File: src/hre_pkg.sv
package hre_pkg;

  // Data bytes per record.
  localparam int RECORD_BYTES = 16;
  localparam int POS_W = $clog2(RECORD_BYTES + 1);

  localparam int ADDR_W = 16;
  localparam int LEN_W = 17;
  localparam int CFG_INDEX_W = 2;
  localparam int CFG_DATA_W = 17;

  // Register indexes on the configuration port.
  localparam logic [CFG_INDEX_W-1:0] REG_LOAD_ORIGIN = 2'd0;
  localparam logic [CFG_INDEX_W-1:0] REG_IMAGE_LENGTH = 2'd1;

  // Highest end address plus one that an image may reach.
  localparam logic [LEN_W:0] ADDR_SPACE = 18'h10000;

  // Result status codes.
  typedef enum logic [1:0] {
    ST_OK       = 2'd0,
    ST_EMPTY    = 2'd1,
    ST_OVERFLOW = 2'd2,
    ST_PAST_END = 2'd3
  } status_t;

  // Character positions within the text that one byte can produce.
  localparam int STEP_W = 5;
  typedef logic [STEP_W-1:0] step_t;
  localparam step_t STEP_COLON     = 5'd0;
  localparam step_t STEP_COUNT_HI  = 5'd1;
  localparam step_t STEP_COUNT_LO  = 5'd2;
  localparam step_t STEP_ADDRH_HI  = 5'd3;
  localparam step_t STEP_ADDRH_LO  = 5'd4;
  localparam step_t STEP_ADDRL_HI  = 5'd5;
  localparam step_t STEP_ADDRL_LO  = 5'd6;
  localparam step_t STEP_TYPE_HI   = 5'd7;
  localparam step_t STEP_TYPE_LO   = 5'd8;
  localparam step_t STEP_DATA_HI   = 5'd9;
  localparam step_t STEP_DATA_LO   = 5'd10;
  localparam step_t STEP_CKS_HI    = 5'd11;
  localparam step_t STEP_CKS_LO    = 5'd12;
  localparam step_t STEP_NEWLINE   = 5'd13;
  localparam step_t STEP_END_FIRST = 5'd14;
  localparam step_t STEP_END_LAST  = 5'd25;

  localparam logic [6:0] CHAR_COLON = 7'h3A;
  localparam logic [6:0] CHAR_NEWLINE = 7'h0A;
  localparam logic [6:0] CHAR_ZERO = 7'h30;
  localparam logic [6:0] CHAR_NONE = 7'h00;

  // One queued request for the character sequencer.
  typedef struct packed {
    status_t     status;
    logic        header;
    logic        checksum;
    logic        end_record;
    logic [7:0]  count;
    logic [15:0] addr;
    logic [7:0]  data;
    logic [7:0]  cks;
  } cmd_t;

  localparam int QUEUE_DEPTH = 2;
  localparam int QUEUE_AW = $clog2(QUEUE_DEPTH);

  function automatic logic [6:0] hex_char(input logic [3:0] nib);
    logic [6:0] c;
    if (nib < 4'd10) begin
      c = CHAR_ZERO + {3'd0, nib};
    end else begin
      c = 7'h37 + {3'd0, nib};
    end
    return c;
  endfunction

  // The end-of-file record ":00000001FF" and its newline.
  function automatic logic [6:0] end_char(input logic [3:0] idx);
    logic [6:0] c;
    unique case (idx)
      4'd0:    c = CHAR_COLON;
      4'd8:    c = 7'h31;
      4'd9:    c = 7'h46;
      4'd10:   c = 7'h46;
      4'd11:   c = CHAR_NEWLINE;
      default: c = CHAR_ZERO;
    endcase
    return c;
  endfunction

endpackage

File: src/hex_record_encoder.sv
// Channel   Handshake               Payload
// --------  ----------------------  ------------------------------------
// cfg       cfg_valid / cfg_ready   cfg_index (0 origin, 1 length), cfg_data
// byte in   byte_valid / byte_ready data_byte
// char out  char_valid / char_ready out_char, status, last_in_run
//
// Every result is one character; while a request waits and the output is not stalled,
// the sequencer sends one a cycle. A byte gives 2 characters, 11 if it opens a record,
// 3 more if it closes one and 12 more for the end record; a 16-byte record averages 2.75 a byte.
// A byte is classified as it is accepted and waits in a two-entry request queue.
// Reset is synchronous and clears the registers, the counters and the queue.
// An output stall holds the character register and, once the queue fills, drops byte_ready.
module hex_record_encoder (
  input  logic                             clk,
  input  logic                             rst,
  input  logic                             cfg_valid,
  output logic                             cfg_ready,
  input  logic [hre_pkg::CFG_INDEX_W-1:0]  cfg_index,
  input  logic [hre_pkg::CFG_DATA_W-1:0]   cfg_data,
  input  logic                             byte_valid,
  output logic                             byte_ready,
  input  logic [7:0]                       data_byte,
  output logic                             char_valid,
  input  logic                             char_ready,
  output logic [6:0]                       out_char,
  output logic [1:0]                       status,
  output logic                             last_in_run
);

  // Requests from the classifier to the sequencer.
  hre_pkg::cmd_t push_cmd, head;
  logic          push, pop, full, empty;

  // The front end holds the registers and the image position, checks each byte
  // against the image bounds, and works out the record framing and checksum.
  hre_front u_front (
    .clk        (clk),
    .rst        (rst),
    .cfg_valid  (cfg_valid),
    .cfg_ready  (cfg_ready),
    .cfg_index  (cfg_index),
    .cfg_data   (cfg_data),
    .byte_valid (byte_valid),
    .byte_ready (byte_ready),
    .data_byte  (data_byte),
    .queue_full (full),
    .push       (push),
    .push_cmd   (push_cmd)
  );

  hre_queue u_queue (
    .clk      (clk),
    .rst      (rst),
    .push     (push),
    .push_cmd (push_cmd),
    .full     (full),
    .pop      (pop),
    .head     (head),
    .empty    (empty)
  );

  // The back end walks the character positions of the request at the head of
  // the queue, skipping the parts that are not needed, and retires the request
  // with its last character.
  hre_back u_back (
    .clk         (clk),
    .rst         (rst),
    .head        (head),
    .empty       (empty),
    .pop         (pop),
    .char_valid  (char_valid),
    .char_ready  (char_ready),
    .out_char    (out_char),
    .status      (status),
    .last_in_run (last_in_run)
  );

endmodule

File: src/hre_front.sv
module hre_front (
  input  logic                               clk,
  input  logic                               rst,
  input  logic                               cfg_valid,
  output logic                               cfg_ready,
  input  logic [hre_pkg::CFG_INDEX_W-1:0]    cfg_index,
  input  logic [hre_pkg::CFG_DATA_W-1:0]     cfg_data,
  input  logic                               byte_valid,
  output logic                               byte_ready,
  input  logic [7:0]                         data_byte,
  input  logic                               queue_full,
  output logic                               push,
  output hre_pkg::cmd_t                      push_cmd
);

  logic [hre_pkg::ADDR_W-1:0] load_origin;
  logic [hre_pkg::LEN_W-1:0]  image_length;
  logic [hre_pkg::LEN_W-1:0]  byte_index;
  logic [hre_pkg::LEN_W-1:0]  rec_start;
  logic [hre_pkg::POS_W-1:0]  rec_pos;
  logic [7:0]                 running_sum;

  logic                       is_empty, is_overflow, is_past, is_err;
  logic [hre_pkg::LEN_W:0]    end_addr;
  logic [hre_pkg::LEN_W-1:0]  remain;
  logic [7:0]                 rec_count;
  logic                       last_image, last_record;
  logic [15:0]                rec_addr;
  logic [7:0]                 sum_base, sum_new;
  hre_pkg::status_t           err_code;

  assign cfg_ready = 1'b1;
  assign byte_ready = !queue_full;
  assign push = byte_valid && byte_ready;

  always_comb begin
    end_addr = {2'b00, load_origin} + {1'b0, image_length};
    is_empty = (image_length == '0);
    is_overflow = (end_addr > hre_pkg::ADDR_SPACE);
    is_past = (byte_index >= image_length);
    is_err = is_empty || is_overflow || is_past;
    priority if (is_empty) begin
      err_code = hre_pkg::ST_EMPTY;
    end else if (is_overflow) begin
      err_code = hre_pkg::ST_OVERFLOW;
    end else if (is_past) begin
      err_code = hre_pkg::ST_PAST_END;
    end else begin
      err_code = hre_pkg::ST_OK;
    end

    remain = image_length - rec_start;
    if (remain < hre_pkg::LEN_W'(hre_pkg::RECORD_BYTES)) begin
      rec_count = remain[7:0];
    end else begin
      rec_count = 8'(hre_pkg::RECORD_BYTES);
    end
    last_image = (byte_index + 1'b1) == image_length;
    last_record = ({{(8-hre_pkg::POS_W){1'b0}}, rec_pos} + 8'd1 == rec_count) || last_image;
    rec_addr = load_origin + rec_start[15:0];

    sum_base = (rec_pos == '0) ? (rec_count + rec_addr[15:8] + rec_addr[7:0]) : running_sum;
    sum_new = sum_base + data_byte;

    push_cmd.status = err_code;
    push_cmd.header = !is_err && (rec_pos == '0);
    push_cmd.checksum = !is_err && last_record;
    push_cmd.end_record = !is_err && last_image;
    push_cmd.count = rec_count;
    push_cmd.addr = rec_addr;
    push_cmd.data = data_byte;
    push_cmd.cks = 8'd0 - sum_new;
  end

  always_ff @(posedge clk) begin
    if (rst) begin
      load_origin <= '0;
      image_length <= '0;
      byte_index <= '0;
      rec_start <= '0;
      rec_pos <= '0;
      running_sum <= '0;
    end else begin
      if (cfg_valid) begin
        if (cfg_index == hre_pkg::REG_LOAD_ORIGIN) begin
          load_origin <= cfg_data[hre_pkg::ADDR_W-1:0];
        end else if (cfg_index == hre_pkg::REG_IMAGE_LENGTH) begin
          image_length <= cfg_data[hre_pkg::LEN_W-1:0];
        end
      end
      if (push && !is_err) begin
        byte_index <= byte_index + 1'b1;
        running_sum <= last_record ? 8'd0 : sum_new;
        if (rec_pos == hre_pkg::POS_W'(hre_pkg::RECORD_BYTES - 1)) begin
          rec_pos <= '0;
          rec_start <= rec_start + hre_pkg::LEN_W'(hre_pkg::RECORD_BYTES);
        end else begin
          rec_pos <= rec_pos + 1'b1;
        end
      end
    end
  end

endmodule

File: src/hre_queue.sv
module hre_queue (
  input  logic           clk,
  input  logic           rst,
  input  logic           push,
  input  hre_pkg::cmd_t  push_cmd,
  output logic           full,
  input  logic           pop,
  output hre_pkg::cmd_t  head,
  output logic           empty
);

  hre_pkg::cmd_t                entries [hre_pkg::QUEUE_DEPTH];
  logic [hre_pkg::QUEUE_AW-1:0] wr_ptr, rd_ptr;
  logic [hre_pkg::QUEUE_AW:0]   fill;

  assign full = (fill == (hre_pkg::QUEUE_AW+1)'(hre_pkg::QUEUE_DEPTH));
  assign empty = (fill == '0);
  assign head = entries[rd_ptr];

  always_ff @(posedge clk) begin
    if (push) begin
      entries[wr_ptr] <= push_cmd;
    end
  end

  always_ff @(posedge clk) begin
    if (rst) begin
      wr_ptr <= '0;
      rd_ptr <= '0;
      fill <= '0;
    end else begin
      if (push) begin
        wr_ptr <= wr_ptr + 1'b1;
      end
      if (pop) begin
        rd_ptr <= rd_ptr + 1'b1;
      end
      if (push && !pop) begin
        fill <= fill + 1'b1;
      end else if (pop && !push) begin
        fill <= fill - 1'b1;
      end
    end
  end

endmodule

File: src/hre_back.sv
module hre_back (
  input  logic           clk,
  input  logic           rst,
  input  hre_pkg::cmd_t  head,
  input  logic           empty,
  output logic           pop,
  output logic           char_valid,
  input  logic           char_ready,
  output logic [6:0]     out_char,
  output logic [1:0]     status,
  output logic           last_in_run
);

  hre_pkg::step_t step, cur_step, step_next;
  logic           fresh;
  logic           done;
  logic           advance;
  logic [6:0]     ch;
  logic [3:0]     end_idx;

  assign advance = !empty && (!char_valid || char_ready);
  assign pop = advance && done;
  assign end_idx = 4'(cur_step - hre_pkg::STEP_END_FIRST);

  always_comb begin
    if (fresh) begin
      cur_step = head.header ? hre_pkg::STEP_COLON : hre_pkg::STEP_DATA_HI;
    end else begin
      cur_step = step;
    end

    done = 1'b0;
    step_next = cur_step + 1'b1;
    if (head.status != hre_pkg::ST_OK) begin
      done = 1'b1;
    end else if (cur_step == hre_pkg::STEP_DATA_LO) begin
      if (head.checksum) begin
        step_next = hre_pkg::STEP_CKS_HI;
      end else if (head.end_record) begin
        step_next = hre_pkg::STEP_END_FIRST;
      end else begin
        done = 1'b1;
      end
    end else if (cur_step == hre_pkg::STEP_NEWLINE) begin
      done = !head.end_record;
    end else if (cur_step == hre_pkg::STEP_END_LAST) begin
      done = 1'b1;
    end

    if (head.status != hre_pkg::ST_OK) begin
      ch = hre_pkg::CHAR_NONE;
    end else if (cur_step >= hre_pkg::STEP_END_FIRST) begin
      ch = hre_pkg::end_char(end_idx);
    end else begin
      unique case (cur_step)
        hre_pkg::STEP_COLON:    ch = hre_pkg::CHAR_COLON;
        hre_pkg::STEP_COUNT_HI: ch = hre_pkg::hex_char(head.count[7:4]);
        hre_pkg::STEP_COUNT_LO: ch = hre_pkg::hex_char(head.count[3:0]);
        hre_pkg::STEP_ADDRH_HI: ch = hre_pkg::hex_char(head.addr[15:12]);
        hre_pkg::STEP_ADDRH_LO: ch = hre_pkg::hex_char(head.addr[11:8]);
        hre_pkg::STEP_ADDRL_HI: ch = hre_pkg::hex_char(head.addr[7:4]);
        hre_pkg::STEP_ADDRL_LO: ch = hre_pkg::hex_char(head.addr[3:0]);
        hre_pkg::STEP_DATA_HI:  ch = hre_pkg::hex_char(head.data[7:4]);
        hre_pkg::STEP_DATA_LO:  ch = hre_pkg::hex_char(head.data[3:0]);
        hre_pkg::STEP_CKS_HI:   ch = hre_pkg::hex_char(head.cks[7:4]);
        hre_pkg::STEP_CKS_LO:   ch = hre_pkg::hex_char(head.cks[3:0]);
        hre_pkg::STEP_NEWLINE:  ch = hre_pkg::CHAR_NEWLINE;
        default:                ch = hre_pkg::CHAR_ZERO;
      endcase
    end
  end

  always_ff @(posedge clk) begin
    if (rst) begin
      char_valid <= 1'b0;
      fresh <= 1'b1;
      step <= hre_pkg::STEP_COLON;
    end else begin
      if (advance) begin
        char_valid <= 1'b1;
        fresh <= done;
        step <= step_next;
      end else if (char_ready) begin
        char_valid <= 1'b0;
      end
    end
  end

  always_ff @(posedge clk) begin
    if (advance) begin
      out_char <= ch;
      status <= head.status;
      last_in_run <= done;
    end
  end

endmodule

File: config.mk
export PLATFORM = sky130hd
export DESIGN_NAME = hex_record_encoder
export DESIGN_NICKNAME = d
export VERILOG_FILES = /design/src/hre_pkg.sv /design/src/hex_record_encoder.sv /design/src/hre_front.sv /design/src/hre_queue.sv /design/src/hre_back.sv
export SDC_FILE = /design/constraint.sdc
export NUM_CORES = 1
export LEC_CHECK = 0
export BUFFER_PORTS_ARGS = -buffer_cell sky130_fd_sc_hd__buf_2
export CAP_MARGIN = 20
export CORE_ASPECT_RATIO = 0.9
export CORE_UTILIZATION = 40
export CTS_CLUSTER_SIZE = 25
export DETAILED_ROUTE_END_ITERATION = 8
export PLACE_DENSITY_LB_ADDON = 0.2
export SYNTH_ARGS = -nofsm -noshare
export SYNTH_HDL_FRONTEND = slang
export SYNTH_SLANG_ARGS = --single-unit
File: constraint.sdc
create_clock -name clk -period 8.2 [get_ports clk]
set_clock_uncertainty 0.15 [all_clocks]
set_input_delay 0 -clock clk [delete_from_list [all_inputs] [get_ports clk]]
set_output_delay 0 -clock clk [all_outputs]
set_load 0.01 [all_outputs]
==> impl_metrics.toml <==
[timing]
fin_setup_tns_ps = 0
min_period_ps = 6590
slew_headroom_pct = 25.2
period_share_pct = 80.4
slew_viol_final = 0
worstMarginPinSlew_ps = 1120
setup_viol = 0
timing_hold_violations_final = 0
fmax_mhz = 152
rsz0062_at_grt = "false"

[yosys]
yosys_register_bits = 188
synth_flop_cell = "edfxtp_1"
synthTopCellsByArea = "edfxtp_1, dfxtp_1, ha_1, a21oi_1, nand2_1"
ys_top_cells_by_count = "nand2_1, a21oi_1, edfxtp_1, nor2_1, ha_1"
avgSynthCellArea_um2 = 8.90
synth_area_um2 = 12600
yosysTopAreaCell = "edfxtp_1"
async_reset_ff_share_pct = 0
yosys.cell_count.top_type = "nand2_1"
netlist.area_leader.share_pct = 23.8
syn_inst = 1414
yosysSeqAreaShare_pct = 37.8
yosysUniqueCellTypes = 78
yosysWarningCount = 0
synth_edf_count = 100

[grt]
met3_usage_pct = 2.89
grt_max_degree = 80
grt_usage_pct = 21.1
busiest_layer = "met2"
met1_usage_pct = 30.5
gr-total-overflow = 0
antenna_found_initial = 0
grt_pass1_wl_mm = 53.3
grt_pass1_vias = 9934
grtUsageMet2_pct = 33.1

[place]
dpl.hpwl_mm = 24.4
dp.cells = 1829
gp_congestion = 0.913
post_dp_cell_area_um2 = 13200
portBuffers = 43

[setup_path]
rr_worst_depth = 28
cp_max_fo = 5
cp.depth = 28
r2r_slack_ps = 1610
cp_num_buf_inv = 3
cp_slowest_cell = "dfxtp_1"
startpoint_type = "flip-flop"
required_ps = 8250
r2r-start = "u_front.image_length[4]"
cp_top_family = "adder cells"
path_class = "flip-flop to flip-flop"
end_kind = "flip-flop"
worstPathArrival_ps = 6640
max_stage_delay_ps = 420
r2r_end = "u_queue.entries[0][7]"

[clock_tree]
cts_sinks = 188
cts.clk_slew.worst_paths_ps = 80
clock_latency_ps = 450
cts-root-buf = "clkbuf_16"
post_cts_buffers = 0
cts_tree = "done"
cts_inserted_buffers = 17
cts_max_path_buffers = 2
h-tree-depth = 4

[floorplanning]
die_h_um = 170
boundaryPins = 45
die-width_um = 189
coreArea_um2 = 30900
dieArea_um2 = 32200
initial_utilization_pct = 40.7
rows = 61

[final_layout]
synthToLayoutAreaGrowth_pct = 13.2
fin_cells = 1902
fill_cells = 2995
post-route-util_pct = 46.1
final_area_um2 = 14300
finalNetCount = 1616
diodes = 0
drive_above_1_share_pct = 7.97

[drt]
wl_per_cell_um = 17.5
avgViaCountPerCell = 5.49
first_pass_iters = 5
dr_total_vias = 10400
drt_iter0_drc = 763
drc_errors = 0
route.antenna.remaining_nets = 0
wirelength_mm = 33.2

[min_path]
hold_path_startpoint = "data_byte[0]"
hp-class = "input port to flip-flop"
min_to = "u_queue.entries[0][8]"
hold_path_depth = 2

[power_and_ir_drop]
leakagePower_uw = 0.00544
ir_drop_mv = 0.147
power.density_nw_per_um2 = 225
p_total_uw = 3210

[run]
maxCapViolCount = 0

[run_status]
status = "complete, no violations"
==> sequential cells by signal (all words and copies together), names as in the netlist, named ones only <==
name,cells
u_queue.fill,2
u_back.step,5
u_queue.rd_ptr,1
u_front.load_origin,16
u_back.char_valid,1
u_front.rec_pos,5
u_front.rec_start,13
u_back.status,2
u_back.last_in_run,1
u_queue.entries,90
u_back.out_char,7
u_queue.wr_ptr,1
u_front.running_sum,8
u_front.image_length,17
u_back.fresh,1
u_front.byte_index,17
==> power breakdown <==
group / internal (µW) / switching, µW / total (µW)
Sequential: 1170 / 63.5 / 1230
Combinational: 401 / 689 / 1090
Clock: 488 / 400 / 888
==> layout make-up <==
cell class | instances | area (µm²) | share of cell area (%)
Clock buffer | 18 | 429 | 3.01
Clock inverter | 14 | 183 | 1.28
Tap cell | 409 | 512 | 3.59
Multi-Input combinational cell | 1097 | 7350 | 51.6
Timing Repair Buffer | 95 | 712 | 4.99
Sequential cell | 188 | 4770 | 33.4
Inverter | 81 | 304 | 2.13
==> per-layer routing <==
metal  up-vias  share of wire (%)
met3        33                3.9
li1       5216                  -
met5         -                  0
met2       203                 44
met4         0                1.2
met1      4996                 51
==> what timing repair did <==
action	CTS	global route
setup endpoints to repair	0	0
hold endpoints to repair	66	0
hold buffers	40	0
resized for setup	0	0
==> placed cells by master (no fill, tap or decap), types with 63 or more instances in the layout <==
master and count:
nand2_1 171, inv_1 81, a21oi_1 134, dfxtp_1 87, xnor2_1 63, o21ai_0 68
nor2_1 93, edfxtp_1 100, ha_1 93
==> worst max-delay path by stage <==
stage,to,startpoint
CTS,u_queue.entries[1][7],u_front.image_length[4]
global route,u_front.running_sum[7],u_front.image_length[4]
finish,u_queue.entries[0][7],u_front.image_length[4]
global placement,u_queue.entries[0][7],u_front.image_length[4]
floorplan,u_queue.entries[0][7],u_front.image_length[4]
detailed placement,u_queue.entries[0][7],u_front.image_length[4]
==> through the flow <==
stage / worst slack [ps] / hold slack (ps)
2_1_floorplan: 2490 / -51.1
3_3_place_gp: 1930 / 73.9
3_5_place_dp: 1670 / 77.5
4_1_cts: 1640 / 142
5_1_grt: 924 / 165
6_report: 1610 / 146
==> cells by family after synthesis <==
| kind of cell | synth area share [%] |
|---|---|
| AO/OA/AOI/OAI | 16.7 |
| XOR/XNOR | 7.65 |
| other | 0.0596 |
| buffers and inverters | 4.11 |
| flip-flops | 37.8 |
| AND/OR/NAND/NOR | 18.0 |
| multiplexers | 4.67 |
| adder cells (fa/ha/maj) | 11.0 |
==> worst reg2reg max path, delay by kind of cell, from the launching register on <==
| family | cells | cell delay (ps) |
|---|---|---|
| flip-flops | 1 | 420 |
| AND/OR/NAND/NOR | 6 | 1030 |
| adder cells (fa/ha/maj) | 6 | 1860 |
| buffers and inverters | 3 | 280 |
| XOR/XNOR | 5 | 950 |
| AO/OA/AOI/OAI | 8 | 1660 |
Power figures use the tool's default switching activity.
